<file path="config.mk">
export PLATFORM = sky130hd
export DESIGN_NAME = layout_descriptor_validator_unit
export DESIGN_NICKNAME = d
export VERILOG_FILES = /design/src/rtl/ldv_pkg.sv /design/src/rtl/ldv_cfg_regs.sv /design/src/rtl/ldv_parser.sv /design/src/rtl/layout_descriptor_validator_unit.sv
export SDC_FILE = /design/constraint.sdc
export NUM_CORES = 1
export LEC_CHECK = 0
export ABC_AREA = 1
export BUFFER_PORTS_ARGS = -buffer_cell sky130_fd_sc_hd__buf_2
export CAP_MARGIN = 20
export CORE_ASPECT_RATIO = 0.75
export CORE_UTILIZATION = 60
export DETAILED_ROUTE_END_ITERATION = 10
export PLACE_DENSITY = 0.87
export SYNTH_ARGS = -nofsm -noshare
export SYNTH_HDL_FRONTEND = slang
export SYNTH_HIERARCHICAL = 1
export SYNTH_SLANG_ARGS = --single-unit
</file>
<file path="constraint.sdc">
create_clock -name i_clk -period 9.55 [get_ports i_clk]
set_input_delay 1.4325 -clock i_clk [delete_from_list [all_inputs] [get_ports i_clk]]
set_output_delay 1.4325 -clock i_clk [all_outputs]
set_load 0.03 [all_outputs]
</file>
<file path="src/rtl/ldv_pkg.sv">
`timescale 1ns / 1ps
// shared types and constants of the layout descriptor validator
// no dependencies; imported by every module of the block
package ldv_pkg;

    localparam int WORD_W    = 64;
    localparam int WC_W      = 17;
    localparam int ROWS_W    = 48;
    localparam int CODE_W    = 8;
    localparam int VERD_W    = 4;
    localparam int UNIT_W    = 14;
    localparam int CFG_IDX_W = 2;

    localparam int LDV_MAX_WORDS = 65536;

    // register indexes of the configuration channel
    localparam logic [CFG_IDX_W-1:0] CFG_FILE_ROWS  = 2'd0;
    localparam logic [CFG_IDX_W-1:0] CFG_FLAT_CODE  = 2'd1;
    localparam logic [CFG_IDX_W-1:0] CFG_GROUP_CODE = 2'd2;

    localparam logic [CODE_W-1:0] FLAT_CODE_RST  = 8'd0;
    localparam logic [CODE_W-1:0] GROUP_CODE_RST = 8'd1;

    typedef enum logic [VERD_W-1:0] {
        V_PENDING     = 4'd0,
        V_VALID       = 4'd1,
        V_SHORT       = 4'd2,
        V_GRAN        = 4'd3,
        V_NOUNITS     = 4'd4,
        V_TRAIL_EMPTY = 4'd5,
        V_COUNT       = 4'd6,
        V_TRUNC_UNIT  = 4'd7,
        V_RANGE       = 4'd8,
        V_TRUNC_SEG   = 4'd9,
        V_TRAIL       = 4'd10
    } t_verdict;

    typedef struct packed {
        logic [ROWS_W-1:0] file_rows;
        logic [CODE_W-1:0] flat_code;
        logic [CODE_W-1:0] group_code;
    } t_cfg;

    typedef struct packed {
        t_verdict          verdict;
        logic              final_res;
        logic [UNIT_W-1:0] unit_at_fault;
    } t_result;

endpackage

</file>
<file path="src/rtl/ldv_cfg_regs.sv">
`timescale 1ns / 1ps
// configuration registers: file row count and the two granularity codes
// depends on ldv_pkg
module ldv_cfg_regs
    import ldv_pkg::*;
(
    input  logic                 i_clk,
    input  logic                 i_rst_n,
    input  logic                 i_wr,
    input  logic [CFG_IDX_W-1:0] i_index,
    input  logic [ROWS_W-1:0]    i_data,
    output t_cfg                 o_cfg
);

    t_cfg r_cfg;

    always_ff @(posedge i_clk) begin
        if (!i_rst_n) begin
            r_cfg.file_rows  <= '0;
            r_cfg.flat_code  <= FLAT_CODE_RST;
            r_cfg.group_code <= GROUP_CODE_RST;
        end else if (i_wr) begin
            // writes to an unused index are dropped
            unique case (i_index)
                CFG_FILE_ROWS:  r_cfg.file_rows  <= i_data;
                CFG_FLAT_CODE:  r_cfg.flat_code  <= i_data[CODE_W-1:0];
                CFG_GROUP_CODE: r_cfg.group_code <= i_data[CODE_W-1:0];
                default: ;
            endcase
        end
    end

    assign o_cfg = r_cfg;

endmodule

</file>
<file path="src/rtl/ldv_parser.sv">
`timescale 1ns / 1ps
// per-word parser: layout state and the verdict for one word per cycle while i_fire is high
// depends on ldv_pkg
module ldv_parser
    import ldv_pkg::*;
#(
    parameter int MAX_WORDS = LDV_MAX_WORDS
) (
    input  logic              i_clk,
    input  logic              i_rst_n,
    input  logic              i_fire,
    input  logic [WORD_W-1:0] i_word,
    input  logic [WC_W-1:0]   i_word_count,
    input  t_cfg              i_cfg,
    output t_result           o_res
);

    localparam int CNT_W = (MAX_WORDS >= 2**WC_W - 1) ? WC_W : $clog2(MAX_WORDS + 1);
    localparam int UL_W  = (CNT_W > 2) ? CNT_W - 2 : 1;
    localparam logic [24:0] MAX_V = 25'(MAX_WORDS);

    typedef enum logic [2:0] {
        S_GRAN   = 3'd0,
        S_COUNT  = 3'd1,
        S_INDEX  = 3'd2,
        S_OFFSET = 3'd3,
        S_ROWS   = 3'd4,
        S_NSEG   = 3'd5,
        S_SEGS   = 3'd6,
        S_DONE   = 3'd7
    } t_slot;

    logic [CNT_W-1:0]  r_position, n_position;
    logic [CNT_W-1:0]  r_total, n_total;
    logic [UL_W-1:0]   r_units_left, n_units_left;
    logic [UNIT_W-1:0] r_unit_number, n_unit_number;
    t_slot             r_slot, n_slot;
    logic [CNT_W-1:0]  r_segs_left, n_segs_left;
    logic [WORD_W-1:0] r_held_offset, n_held_offset;
    t_verdict          r_verdict, n_verdict;
    logic [UNIT_W-1:0] r_fault_unit, n_fault_unit;

    logic [CNT_W-1:0]  cur_t;
    logic [CNT_W-1:0]  rem;
    logic [CNT_W-1:0]  max_units;
    logic [WORD_W:0]   row_end;
    logic              last;
    logic              seg_fit;
    logic [CNT_W-1:0]  segs_dec;
    logic [UL_W-1:0]   ul_dec;
    t_result           res;

    // the word count is taken only on the first word of a layout
    always_comb begin
        if (r_position != '0) begin
            cur_t = r_total;
        end else if ({8'd0, i_word_count} > MAX_V) begin
            cur_t = CNT_W'(MAX_WORDS);
        end else begin
            cur_t = i_word_count[CNT_W-1:0];
        end
    end

    assign rem       = cur_t - r_position;
    assign max_units = (cur_t - CNT_W'(2)) >> 2;
    assign row_end   = {1'b0, r_held_offset} + {1'b0, i_word};
    assign last      = ({1'b0, r_position} + (CNT_W+1)'(1)) == {1'b0, cur_t};
    assign seg_fit   = (i_word[WORD_W-1:CNT_W] == '0)
                       && (i_word[CNT_W-1:0] <= rem - CNT_W'(1));
    assign segs_dec  = (r_segs_left != '0) ? r_segs_left - CNT_W'(1) : r_segs_left;
    assign ul_dec    = (r_units_left != '0) ? r_units_left - UL_W'(1) : r_units_left;

    always_comb begin
        n_position    = r_position;
        n_total       = cur_t;
        n_units_left  = r_units_left;
        n_unit_number = r_unit_number;
        n_slot        = r_slot;
        n_segs_left   = r_segs_left;
        n_held_offset = r_held_offset;
        n_verdict     = r_verdict;
        n_fault_unit  = r_fault_unit;
        res           = '{verdict: V_PENDING, final_res: 1'b0, unit_at_fault: '0};

        if ((CNT_W+1)'(cur_t) < (CNT_W+1)'(2)) begin
            // empty or one-word layout
            res.verdict   = V_SHORT;
            res.final_res = 1'b1;
        end else begin
            if (r_verdict == V_PENDING) begin
                unique case (r_slot)
                    S_GRAN: begin
                        if (i_word != WORD_W'(i_cfg.flat_code)
                                && i_word != WORD_W'(i_cfg.group_code)) begin
                            n_verdict = V_GRAN;
                        end else begin
                            n_slot = S_COUNT;
                        end
                    end
                    S_COUNT: begin
                        priority if (i_word == '0) begin
                            priority if (i_cfg.file_rows != '0) begin
                                n_verdict = V_NOUNITS;
                            end else if (cur_t != CNT_W'(2)) begin
                                n_verdict = V_TRAIL_EMPTY;
                            end else begin
                                n_slot = S_DONE;
                            end
                        end else if (i_word > WORD_W'(max_units)) begin
                            n_verdict = V_COUNT;
                        end else begin
                            n_units_left  = i_word[UL_W-1:0];
                            n_unit_number = '0;
                            n_slot        = S_INDEX;
                        end
                    end
                    S_INDEX: begin
                        if ((CNT_W+1)'(rem) < (CNT_W+1)'(4)) begin
                            n_verdict    = V_TRUNC_UNIT;
                            n_fault_unit = r_unit_number;
                        end else begin
                            n_slot = S_OFFSET;
                        end
                    end
                    S_OFFSET: begin
                        n_held_offset = i_word;
                        n_slot        = S_ROWS;
                    end
                    S_ROWS: begin
                        // offset + rows beyond the file, computed without wrap
                        if (row_end > (WORD_W+1)'(i_cfg.file_rows)) begin
                            n_verdict    = V_RANGE;
                            n_fault_unit = r_unit_number;
                        end else begin
                            n_slot = S_NSEG;
                        end
                    end
                    S_NSEG: begin
                        priority if (!seg_fit) begin
                            n_verdict    = V_TRUNC_SEG;
                            n_fault_unit = r_unit_number;
                        end else if (i_word == '0) begin
                            n_unit_number = r_unit_number + UNIT_W'(1);
                            n_units_left  = ul_dec;
                            n_slot        = (ul_dec != '0) ? S_INDEX : S_DONE;
                        end else begin
                            n_segs_left = i_word[CNT_W-1:0];
                            n_slot      = S_SEGS;
                        end
                    end
                    S_SEGS: begin
                        n_segs_left = segs_dec;
                        if (segs_dec == '0) begin
                            n_unit_number = r_unit_number + UNIT_W'(1);
                            n_units_left  = ul_dec;
                            n_slot        = (ul_dec != '0) ? S_INDEX : S_DONE;
                        end
                    end
                    S_DONE: n_verdict = V_TRAIL;
                    default: n_verdict = V_TRAIL;
                endcase
            end

            if (last && n_verdict == V_PENDING) begin
                if (n_slot == S_DONE) begin
                    n_verdict = V_VALID;
                end else begin
                    n_verdict    = V_TRUNC_UNIT;
                    n_fault_unit = n_unit_number;
                end
            end

            res.verdict   = n_verdict;
            res.final_res = last;
            if (n_verdict == V_TRUNC_UNIT || n_verdict == V_RANGE
                    || n_verdict == V_TRUNC_SEG) begin
                res.unit_at_fault = n_fault_unit;
            end
            n_position = r_position + CNT_W'(1);
        end

        // layout over: clear for the next one
        if (res.final_res) begin
            n_position    = '0;
            n_total       = '0;
            n_units_left  = '0;
            n_unit_number = '0;
            n_slot        = S_GRAN;
            n_segs_left   = '0;
            n_held_offset = '0;
            n_verdict     = V_PENDING;
            n_fault_unit  = '0;
        end
    end

    always_ff @(posedge i_clk) begin
        if (!i_rst_n) begin
            r_position    <= '0;
            r_total       <= '0;
            r_units_left  <= '0;
            r_unit_number <= '0;
            r_slot        <= S_GRAN;
            r_segs_left   <= '0;
            r_held_offset <= '0;
            r_verdict     <= V_PENDING;
            r_fault_unit  <= '0;
        end else if (i_fire) begin
            r_position    <= n_position;
            r_total       <= n_total;
            r_units_left  <= n_units_left;
            r_unit_number <= n_unit_number;
            r_slot        <= n_slot;
            r_segs_left   <= n_segs_left;
            r_held_offset <= n_held_offset;
            r_verdict     <= n_verdict;
            r_fault_unit  <= n_fault_unit;
        end
    end

    assign o_res = res;

    a_final_clears: assert property (@(posedge i_clk) disable iff (!i_rst_n)
        i_fire && res.final_res |=> r_position == '0 && r_verdict == V_PENDING)
        else $error("layout state not cleared after final word");

    a_final_decided: assert property (@(posedge i_clk) disable iff (!i_rst_n)
        i_fire && res.final_res |-> res.verdict != V_PENDING)
        else $error("final word left verdict pending");

    a_pos_in_range: assert property (@(posedge i_clk) disable iff (!i_rst_n)
        r_position != '0 |-> r_position < r_total)
        else $error("position beyond layout length");

    a_fault_only_unit: assert property (@(posedge i_clk) disable iff (!i_rst_n)
        res.unit_at_fault != '0 |-> (res.verdict == V_TRUNC_UNIT
            || res.verdict == V_RANGE || res.verdict == V_TRUNC_SEG))
        else $error("unit index reported without a per-unit error");

endmodule

</file>
<file path="src/rtl/layout_descriptor_validator_unit.sv">
`timescale 1ns / 1ps
// top level of the layout descriptor validator: input and result registers
// depends on ldv_pkg, ldv_cfg_regs and ldv_parser
//
// usage:
//   s_axis carries the layout words, one 64-bit word per transaction, with the
//   layout's word count beside it; the count is sampled on the first word only.
//   m_axis returns one result per word: the sticky verdict, the faulting unit
//   index, and tlast set on the final word of a layout, where the verdict holds.
//   the cfg channel writes file_rows, flat_code and group_code; it is always
//   ready and should be used only while no word is in flight.
// timing:
//   a word accepted into the input register is parsed combinationally from it,
//   and its result is loaded into the output register once that register is
//   free; results are presented from the output register.
//   throughput is one word per cycle while m_axis_tready stays high; the parse
//   of each word is a single compare-and-update of the layout state.
// reset and stall:
//   synchronous reset clears the layout state and both stages and loads the
//   register defaults (file_rows 0, flat_code 0, group_code 1).
//   when m_axis_tready is low the result is held; one more word can wait in
//   the input register, after which s_axis_tready drops until the result moves.
module layout_descriptor_validator_unit
    import ldv_pkg::*;
#(
    parameter int MAX_WORDS = LDV_MAX_WORDS
) (
    input  logic                 i_clk,
    input  logic                 i_rst_n,
    input  logic                 s_axis_tvalid,
    output logic                 s_axis_tready,
    // [63:0] word, [80:64] word_count, [87:81] zero
    input  logic [87:0]          s_axis_tdata,
    output logic                 m_axis_tvalid,
    input  logic                 m_axis_tready,
    // [3:0] verdict, [17:4] unit_at_fault, [23:18] zero
    output logic [23:0]          m_axis_tdata,
    output logic                 m_axis_tlast,
    input  logic                 i_cfg_valid,
    output logic                 o_cfg_ready,
    input  logic [CFG_IDX_W-1:0] i_cfg_index,
    input  logic [ROWS_W-1:0]    i_cfg_data
);

    logic              r_in_valid;
    logic [WORD_W-1:0] r_in_word;
    logic [WC_W-1:0]   r_in_wc;
    logic              r_out_valid;
    t_result           r_out_res;

    t_cfg              cfg;
    t_result           res;
    logic              out_free;
    logic              adv;
    logic              in_fire;

    assign out_free      = !r_out_valid || m_axis_tready;
    assign adv           = r_in_valid && out_free;
    assign s_axis_tready = !r_in_valid || out_free;
    assign in_fire       = s_axis_tvalid && s_axis_tready;
    assign o_cfg_ready   = 1'b1;

    ldv_cfg_regs u_cfg (
        .i_clk   (i_clk),
        .i_rst_n (i_rst_n),
        .i_wr    (i_cfg_valid),
        .i_index (i_cfg_index),
        .i_data  (i_cfg_data),
        .o_cfg   (cfg)
    );

    ldv_parser #(
        .MAX_WORDS (MAX_WORDS)
    ) u_parser (
        .i_clk        (i_clk),
        .i_rst_n      (i_rst_n),
        .i_fire       (adv),
        .i_word       (r_in_word),
        .i_word_count (r_in_wc),
        .i_cfg        (cfg),
        .o_res        (res)
    );

    always_ff @(posedge i_clk) begin
        if (!i_rst_n) begin
            r_in_valid <= 1'b0;
        end else if (in_fire) begin
            r_in_valid <= 1'b1;
        end else if (adv) begin
            r_in_valid <= 1'b0;
        end
    end

    always_ff @(posedge i_clk) begin
        if (in_fire) begin
            r_in_word <= s_axis_tdata[WORD_W-1:0];
            r_in_wc   <= s_axis_tdata[WORD_W+WC_W-1:WORD_W];
        end
    end

    always_ff @(posedge i_clk) begin
        if (!i_rst_n) begin
            r_out_valid <= 1'b0;
        end else if (adv) begin
            r_out_valid <= 1'b1;
        end else if (m_axis_tready) begin
            r_out_valid <= 1'b0;
        end
    end

    always_ff @(posedge i_clk) begin
        if (adv) begin
            r_out_res <= res;
        end
    end

    assign m_axis_tvalid = r_out_valid;
    assign m_axis_tlast  = r_out_res.final_res;
    assign m_axis_tdata  = {6'd0, r_out_res.unit_at_fault, r_out_res.verdict};

endmodule
</file>
After elaboration in Yosys (flattened, before gate mapping)
Index checks and enable logic that the tools add are counted.

word-level totals
  logic and storage cells = 177
  register bits = 331
  bits in latches = 0
  memories kept = 0
  output and inout port bits = 28
  input bits = 143
  memory bits (writable) = 0
  bits in read-only memories = 0

operators by class
  reductions and logical operators = 37
  multipliers = 0
  eq/ne operators = 24
  div/mod/pow operators = 0
  $add $sub $neg = 9
  bitwise logic cells = 1
  mux-type cells = 81
  order comparisons = 6
  shift operators = 0

operators with widths
  cell                   count
  $mux 64                4
  $mux 14                16
  $mux 17                11
  $mux 15                9
  $ne 64x8->1            2
  $pmux 14 s3            2
  $add 64x64->65         1
  $gt 65x48->1           1
  $gt 64x15->1           1
  $logic_not 64->1       1
  $mux 4                 14
  $mux 3                 16
  $reduce_bool 48->1     1
  $logic_not 47->1       1
  $pmux 15 s3            1
  $pmux 17 s2            1
  $reduce_bool 17->1     2
  $sub 17x1->17 const B  2
  $reduce_bool 15->1     2
  $pmux 4 s6             1
  $pmux 3 s7             1
  $add 17x1->18 const B  1
  $eq 18x17->1           1
  $add 17x1->17 const B  1
  other kinds (36)       65

Logic depth before layout (Yosys ltp)
Gate-level depths: netlist of run 1.

  depth after elaboration = 20
  depth in mapped cells = 50
  gate-level depth less buffers = 48

Hierarchy
The synthesis of run 1 kept the hierarchy.

by module, submodules not included
  module                            sequential area each (um^2)  times used  area an instance (um^2)  cells each
  ldv_parser                        3303.2                       1           18789.3                  3228
  layout_descriptor_validator_unit  3042.9                       1           3158.0                   122
  ldv_cfg_regs                      1281.2                       1           2790.2                   417

Worst setup path before layout of run 1
Ideal clock, no wire load.

  path type = register -> register
  start point = register u_parser.r_position[1]
  end point = register r_out_res (netlist bit m_axis_tdata[10]), data pin
  buffers on the path = 2
  setup slack = 3960 ps
  stages on the path, launching flop included = 47
  arrival = 5338 ps
  setup time = 252 ps
  cell sequence = dfxtp_1 -> inv_1 -> ha_1 -> nand4_1 -> nor2_2 -> nand2_4 -> buf_6 -> nand2_1 -> nand2_1 -> inv_1 -> ha_1 -> inv_1 -> fa_1 -> or2_2 -> nand2_1 -> nand2_1 -> nor2_1 -> inv_1 -> (+11 left out) -> nand2_1 -> nand2_1 -> inv_1 -> nand2_1 -> nand2_1 -> nand2_1 -> inv_1 -> nand2_1 -> nand2_1 -> nor2_4 -> nand3_4 -> nor2_4 -> nor2_2 -> inv_1 -> nand2_1 -> nand2_2 -> buf_6 -> nor2_2

between the ends
  cells in the longest elaborated chain, start to end = 19

ends and longest elaborated chain
  element                                             RTL line                                 RTL
  start: declaration                                  ldv_parser.sv:33                         logic [CNT_W-1:0] r_position, n_position;
  start signal: assignment                            ldv_parser.sv:208                        r_position <= n_position;
  $reduce_bool 17->1                                  ldv_parser.sv:55                         if (r_position != '0) begin
  $mux 17                                             ldv_parser.sv:55
  $sub 17x17->17                                      ldv_parser.sv:64                         assign rem = cur_t - r_position;
  $sub 17x1->17                                       ldv_parser.sv:69                         && (i_word[CNT_W-1:0] <= rem - CNT_W'(1));
  $le 17x17->1                                        ldv_parser.sv:69
  $logic_and 1x1->1                                   ldv_parser.sv:69
  $mux 3 / $mux 4 (equally long branches)             ldv_parser.sv:139                        priority if (!seg_fit) begin
  $pmux 3 s7 / $pmux 4 s6 (equally long branches)     ldv_parser.sv:91                         unique case (r_slot)
  (+3 left out)                                       -
  $mux 3 / $logic_and 1x1->1 (equally long branches)  ldv_parser.sv:165, ldv_parser.sv:164
  $mux 4                                              ldv_parser.sv:164                        if (last && n_verdict == V_PENDING) begin
  $mux 4                                              ldv_parser.sv:85                         if ((CNT_W+1)'(cur_t) < (CNT_W+1)'(2)) begin
  $eq 4x3->1 / $eq 4x4->1 (equally long branches)     ldv_parser.sv:175                        if (n_verdict == V_TRUNC_UNIT || n_verdict == V_RANGE
  $logic_or 1x1->1                                    ldv_parser.sv:175
  $logic_or 1x1->1                                    ldv_parser.sv:176                        || n_verdict == V_TRUNC_SEG) begin
  $not 1->1 (no line)                                 -
  $reduce_or 2->1 (no line)                           -
  end signal: assignment                              layout_descriptor_validator_unit.sv:113  r_out_res <= res;
  end: declaration                                    layout_descriptor_validator_unit.sv:49   t_result r_out_res;

Parallel ways exist; a longest one is shown, timed or not. The select of a mux whose other input is x is not followed.
A chain may end at the register's enable or synchronous reset.

Worst setup path after layout of run 1
  start point = register u_parser.r_position[1]
  end point = register u_parser.r_units_left[8]

between the ends
  cells in the longest elaborated chain, start to end = 8

ends and longest elaborated chain
  element                     RTL line           RTL
  $reduce_bool 17->1          ldv_parser.sv:55
  $mux 17                     ldv_parser.sv:55
  $sub 17x17->17              ldv_parser.sv:64
  $sub 17x1->17               ldv_parser.sv:69
  $le 17x17->1                ldv_parser.sv:69
  $logic_and 1x1->1           ldv_parser.sv:69
  $ne 3x2->1 (no line)        -
  $reduce_and 9->1 (no line)  -
  end signal: assignment      ldv_parser.sv:210  r_units_left <= n_units_left;
  end: declaration            ldv_parser.sv:35   logic [UL_W-1:0] r_units_left, n_units_left;

Parallel ways exist; a longest one is shown, timed or not.

==> results.py, run 1 <==
metrics = {
    "run_status": {
        "outcome": "complete, no violations",
    },
    "grt": {
        "grt_pass1_wl_um": 115300,
        "grtUsageTotal_pct": 34.13,
        "grt_remaining_overflow": 0,
        "grt_pass1_vias": 22370,
        "antenna_found_initial": 2,
        "grt_max_degree": 100,
    },
    "cells_and_area": {
        "diodes": 0,
        "area_growth_pct": 8.856,
        "nFillCells": 3634,
        "layout.cells.non_filler": 4422,
        "utilization_pct": 66.20,
        "multi_input_comb_area_mm2": 0.01459,
        "drive_gt1_share_pct": 8.629,
        "layout.nets": 4182,
        "seqCellArea_mm2": 0.007627,
    },
    "drt": {
        "ant_nets": 0,
        "vias": 25110,
        "via_per_inst": 5.678,
        "dr.first_iter.drc_count": 2803,
        "route.detailed.drc": 0,
        "drt_wl_total_um": 72950,
        "avgRoutedWirePerCell_um": 16.50,
        "first_pass_iters": 6,
    },
    "clock_network": {
        "cts_made_buffers": 35,
        "ctsResizeCount": 0,
        "clk_pin_slew_ns": 0.07,
        "cts_hold_buf": 0,
        "clock_latency_ns": 0.55,
        "tritoncts": "done",
        "root_buffer": "clkbuf_16",
        "clock_sinks": 331,
        "ctsLongestPathBuffers": 3,
        "cts_max_level": 2,
        "cts_setup_buffers": 0,
    },
    "synth": {
        "ys_types": 57,
        "yosysWarnings": 6,
        "synth-async-reset-ratio_pct": 0,
        "yosys.area.top_type_share_pct": 18.69,
        "synth_compound_area_share_pct": 11.57,
        "synth_edf_count": 100,
        "synth-xor-area-share_pct": 4.775,
        "syn_area_mm2": 0.02474,
        "synth_seq_area_share_pct": 30.83,
        "yosys-top-cells-area": "dfxtp_1 19%, nand2_1 17%, edfxtp_1 12%, ha_1 8.4%, inv_1 8.0%",
        "synthCells": 3767,
        "avgSynthCellArea_um2": 6.567,
        "synth.most_common_cell": "nand2_1",
        "ys_ff_latch": 331,
        "yosys_most_used_dff": "dfxtp_1",
        "synth_fa_ha_area_share_pct": 8.609,
        "yosys.area_share.simple_pct": 33.85,
        "synth_top_family_by_area": "simple AND/OR/NAND/NOR gates",
        "synth_commonest_cells": "1139 x nand2_1, 525 x inv_1, 363 x nor2_1",
        "yosys-mux-area-fraction_pct": 0,
        "synth_top_cell_by_area": "dfxtp_1",
    },
    "hold_path": {
        "hold_depth": 2,
        "whs_endpoint": "u_parser/r_fault_unit[8]",
        "hold_class": "register to register",
        "worstHoldStart": "u_parser/r_fault_unit[8]",
    },
    "setup_path": {
        "timing.rr.end": "u_parser/r_units_left[8]",
        "crit_buf_inv": 4,
        "worstSetupEndpointType": "register",
        "ff2ff_path_depth": 38,
        "critical-path-slowest-cell": "nor2_1",
        "crit_fanout": 19,
        "cp_top_family": "simple AND/OR/NAND/NOR gates",
        "slowest_delay_ns": 0.95,
        "start_kind": "register",
        "r2r_slack_ns": 2.14,
        "worstSetupPathType": "register to register",
        "cp_common_cell": "nand2_1",
        "rr_startpoint": "u_parser/r_position[1]",
        "cp.arrival_ns": 7.86,
        "cp_data_required_time_ns": 10.00,
    },
    "sta": {
        "fin_ws_ns": 2.138,
        "rsz0062_at_grt": "no",
        "skew_ns": 0.03114,
        "slew_violations": 0,
        "worst_pin_slew_ns": 1.150,
        "fmax_mhz": 134.9,
        "max-slew-margin-rel_pct": 23.02,
        "fin_crit_ns": 7.412,
        "tns_ns": 0,
        "setup_viol": 0,
        "period_share_pct": 77.61,
        "final_hold_viol_count": 0,
    },
    "placement": {
        "dpl.cell_count": 4361,
        "io_buffers": 156,
        "pre_cts_ws_ns": 2.373,
        "post-dp-hpwl_um": 55060,
        "routabilityCongestion": 1.017,
    },
    "pwr": {
        "ir_worst_vdd_mv": 0.1531,
        "power_leakage_nw": 12.43,
        "powerDensity_mw_per_mm2": 135.6,
    },
    "die": {
        "die_area_mm2": 0.04205,
        "top_level_ports": 171,
        "die_width_um": 236.5,
        "coreArea_mm2": 0.04068,
        "start_util_pct": 60.81,
        "rows": 64,
        "die_h_um": 177.8,
    },
    "run": {
        "max_cap_violations": 0,
    },
}
==> where the power goes <==
part	total (mW)	leakage (nW)	switching, mW	internal, mW
clock	1.36	0.546	0.583	0.781
sequential	1.55	2.84	0.0505	1.50
combinational	0.740	9.05	0.492	0.248
total	3.65	12.4	1.13	2.53
==> layout make-up <==
type                       instances  area share (%)
multi-input combinational       2789           54.19
timing repair buffer             172           3.345
clock buffer                      43           3.480
tap                              528           2.453
sequential                       331           28.32
clock inverter                    18          0.6459
inverter                         541           7.564
==> worst min-delay path: stages (launching register included) <==
cell     delay, ns
dfxtp_1       0.31
nand2_1       0.06
a21oi_1       0.05
==> cell families after synthesis <==
family                     Yosys count
and+or+nand+nor                   1965
buffers and inverters              652
AOI/OAI and AO/OA                  514
DFF                                331
adders and majority gates          169
xor gates and xnor gates           134
other                                2
==> routing by layer <==
metal / vias to the layer above / track usage [%] / part of all wire (%)
met3: 129 / 6.595 / 11
met1: 11440 / 50.79 / 46
met2: 1202 / 50.25 / 40
met5: - / 0 / 0
li1: 12340 / - / -
met4: 0 / 8.171 / 2.2
==> flip-flops by register name, indices dropped and copies added (netlist names) <==
signal / count
u_parser/r_held_offset: 64
u_parser/r_segs_left: 17
r_in_wc: 17
m_axis_tvalid: 1
u_parser/r_slot: 3
u_parser/r_units_left: 15
u_parser/r_verdict: 4
u_parser/r_unit_number: 14
u_cfg/o_cfg: 64
u_parser/r_position: 17
u_parser/r_total: 17
r_in_word: 64
u_parser/r_fault_unit: 14
r_in_valid: 1
m_axis_tlast: 1
m_axis_tdata: 18
==> worst max path at each step <==
stage	start	slack [ns]	end	depth (start not counted)
floorplan	u_parser/r_position[1]	3.96	m_axis_tdata[10]	46
global placement	u_parser/r_position[1]	2.50	u_parser/r_units_left[7]	34
detailed placement	u_parser/r_position[1]	2.37	u_parser/r_units_left[11]	36
CTS	u_parser/r_position[1]	2.33	u_parser/r_units_left[8]	38
global route	u_parser/r_position[1]	1.38	u_parser/r_units_left[6]	34
finish	u_parser/r_position[1]	2.14	u_parser/r_units_left[8]	38
==> cells in the final DEF, fill, tap and decap left out, drive strengths merged, types with 2 or more instances in the layout <==
cell type / Yosys / final
o22ai: 23 / 23
clkinvlp: 0 / 2
a21o: 9 / 9
dfxtp: 231 / 231
o211ai: 31 / 31
a211oi: 3 / 3
xnor2: 32 / 32
inv: 540 / 542
or2: 16 / 16
nor3: 41 / 41
nor2: 398 / 398
o21a: 6 / 6
and2: 6 / 6
clkbuf: 65 / 43
nor4: 41 / 41
nand3: 227 / 227
a21oi: 324 / 324
o21ai: 64 / 64
a221oi: 5 / 5
a22oi: 2 / 2
edfxtp: 100 / 100
buf: 46 / 172
fa: 2 / 2
bufinv: 0 / 3
o21bai: 29 / 29
nand2: 1161 / 1161
clkinv: 1 / 12
xor2: 102 / 102
ha: 167 / 167
and3: 6 / 6
nand4: 56 / 56
conb: 2 / 7
nand3b: 11 / 11
a31oi: 13 / 13
==> through the flow <==
stage                     area (um^2)  power, mW  hold slack [ns]
after global routing            26930      3.813           0.4784
after global placement          25820      2.274           0.4513
final                           26930      3.652           0.4656
after detailed placement        25820      2.293           0.4553
after floorplan                 24760      2.100           0.4453
after CTS                       26930      3.653           0.4654
(Power assumes the default switching activity.)
==> run 2, diff against run 1 <==
--- a/config.mk
+++ b/config.mk
@@ -9,9 +9,9 @@
 export BUFFER_PORTS_ARGS = -buffer_cell sky130_fd_sc_hd__buf_2
 export CAP_MARGIN = 20
 export CORE_ASPECT_RATIO = 0.75
-export CORE_UTILIZATION = 60
+export CORE_UTILIZATION = 56
 export DETAILED_ROUTE_END_ITERATION = 10
-export PLACE_DENSITY = 0.87
+export PLACE_DENSITY = 0.86
 export SYNTH_ARGS = -nofsm -noshare
 export SYNTH_HDL_FRONTEND = slang
 export SYNTH_HIERARCHICAL = 1
==> constraint.sdc (replaced) <==
create_clock -name i_clk -period 6.5 [get_ports i_clk]
set_input_delay 0.975 -clock i_clk [delete_from_list [all_inputs] [get_ports i_clk]]
set_output_delay 0.975 -clock i_clk [all_outputs]
set_load 0.03 [all_outputs]
==> results.py, run 2 (synthesized netlist as in run 1, its figures left out) <==
metrics = {
    "run_status": {
        "outcome": "complete, no violations",
    },
    "setup_path": {
        "worstSetupEndpointType": "register",
        "cp_data_required_time_ns": 6.79,
        "crit_fanout": 14,
        "worstSetupPathType": "register to register",
        "cp.arrival_ns": 6.44,
        "cp_common_cell": "nand2_1",
        "start_kind": "register",
        "slowest_delay_ns": 0.36,
        "critical-path-slowest-cell": "ha_1",
        "r2r_slack_ns": 0.35,
    },
    "cells_and_area": {
        "drive_gt1_share_pct": 10.71,
        "layout.cells.non_filler": 4527,
        "utilization_pct": 63.86,
        "layout.nets": 4233,
        "final_cell_mix": "1134 x nand2_1, 521 x inv_1, 357 x nor2_1, 317 x a21oi_1, 231 x dfxtp_1",
        "final_common_cell": "nand2_1",
        "area_growth_pct": 12.12,
        "diodes": 0,
    },
    "sta": {
        "fmax_mhz": 162.6,
        "skew_ns": 0.01656,
        "hold-worst-slack_ns": 0.4675,
        "period_share_pct": 94.63,
        "setup_viol": 0,
        "max-slew-margin-rel_pct": 35.61,
        "fin_ws_ns": 0.3488,
        "tns_ns": 0,
        "final_hold_viol_count": 0,
        "worst_pin_slew_ns": 0.9635,
        "fin_crit_ns": 6.151,
        "slew_violations": 0,
    },
    "clock_network": {
        "root_buffer": "clkbuf_16",
        "tritoncts": "done",
        "clock_latency_ns": 0.54,
        "cts_made_buffers": 36,
        "clk_pin_slew_ns": 0.06,
        "cts_max_level": 2,
        "ctsLongestPathBuffers": 3,
        "clock_sinks": 331,
    },
    "placement": {
        "routabilityCongestion": 1.051,
        "dpl.cell_count": 4445,
        "io_buffers": 156,
        "post-dp-hpwl_um": 56840,
        "pre_cts_ws_ns": 0.1556,
    },
    "die": {
        "rows": 66,
        "coreArea_mm2": 0.04344,
        "die_h_um": 184.0,
        "top_level_ports": 171,
        "die_area_mm2": 0.04503,
        "die_width_um": 244.7,
        "start_util_pct": 56.95,
    },
    "drt": {
        "first_pass_iters": 6,
        "via_per_inst": 5.603,
        "ant_nets": 0,
        "avgRoutedWirePerCell_um": 16.46,
        "route.detailed.drc": 0,
        "drt_wl_total_um": 74510,
        "dr.first_iter.drc_count": 2990,
        "vias": 25360,
    },
    "grt": {
        "busiest_layer": "met1",
        "met2_usage_pct": 47.16,
        "grt_util_met3_pct": 6.145,
        "antenna_found_initial": 0,
        "grtUsageTotal_pct": 32.19,
        "grt_pass1_vias": 22440,
        "grt_remaining_overflow": 0,
        "use_met1_pct": 48.47,
        "grt_pass1_wl_um": 116300,
        "grt_max_degree": 100,
    },
    "pwr": {
        "powerDensity_mw_per_mm2": 204.4,
        "power_leakage_nw": 12.81,
        "ir_worst_vdd_mv": 0.2221,
    },
    "run": {
        "max_cap_violations": 0,
    },
    "hold_path": {
        "hold_class": "register to register",
    },
}
[run 2: cell count changes in the layout (fill, tap and decap cells not counted), sizes merged]
cell    change
buf        +49
clkbuf      +4
bufinv      +2
clkinv      -2
inv         +1
nand2       +1
[run 2: power breakdown]
part | switching [mW] | internal (mW)
Combinational | 0.754 | 0.414
Clock | 0.886 | 1.34
Sequential | 0.0709 | 2.20
Total | 1.71 | 3.96
[run 2: layout make-up]
class	instances	area, um^2
clock buffer	47	1046
inverter	541	2037
timing repair buffer	221	1310
multi-input combinational	2790	14750
tap	578	723.2
fill	3927	15700
sequential	331	7627
clock inverter	19	244.0
[run 2: through the flow]
stage	power [mW]	area, um^2
2_1_floorplan	3.085	24760
3_3_place_gp	3.377	26170
3_5_place_dp	3.405	26170
4_1_cts	5.630	27460
5_1_grt	5.917	27740
6_report	5.668	27740
[run 2: final timing paths]
kind	startpoint	endpoint	cells after the start
max	u_parser/r_position[0]	m_axis_tdata[6]	46
min	u_parser/r_unit_number[11]	u_parser/r_unit_number[11]	2
max reg2reg	u_parser/r_position[0]	m_axis_tdata[6]	46
min reg2reg	u_parser/r_unit_number[11]	u_parser/r_unit_number[11]	2
[run 2: worst max-delay path: cells and delay by family (launching register included)]
kind / cells / cell delay [ns]
AND/OR/NAND/NOR: 32 / 3.42
adder cells (fa/ha/maj): 3 / 0.88
buffers and inverters: 7 / 0.67
AO/OA/AOI/OAI: 3 / 0.48
flip-flops: 1 / 0.35
XOR/XNOR: 1 / 0.09
[run 2: metal layers]
metal	part of all wire (%)	vias to the layer above
met2	41	1193
met1	46	11610
li1	-	12450
met3	11	105
met4	1.9	0
met5	0	-
[run 2: repair_timing]
item                       CTS  global route
resized for setup            0            40
setup endpoints to repair    0            68
hold buffers                 0             0
setup buffers                0            15
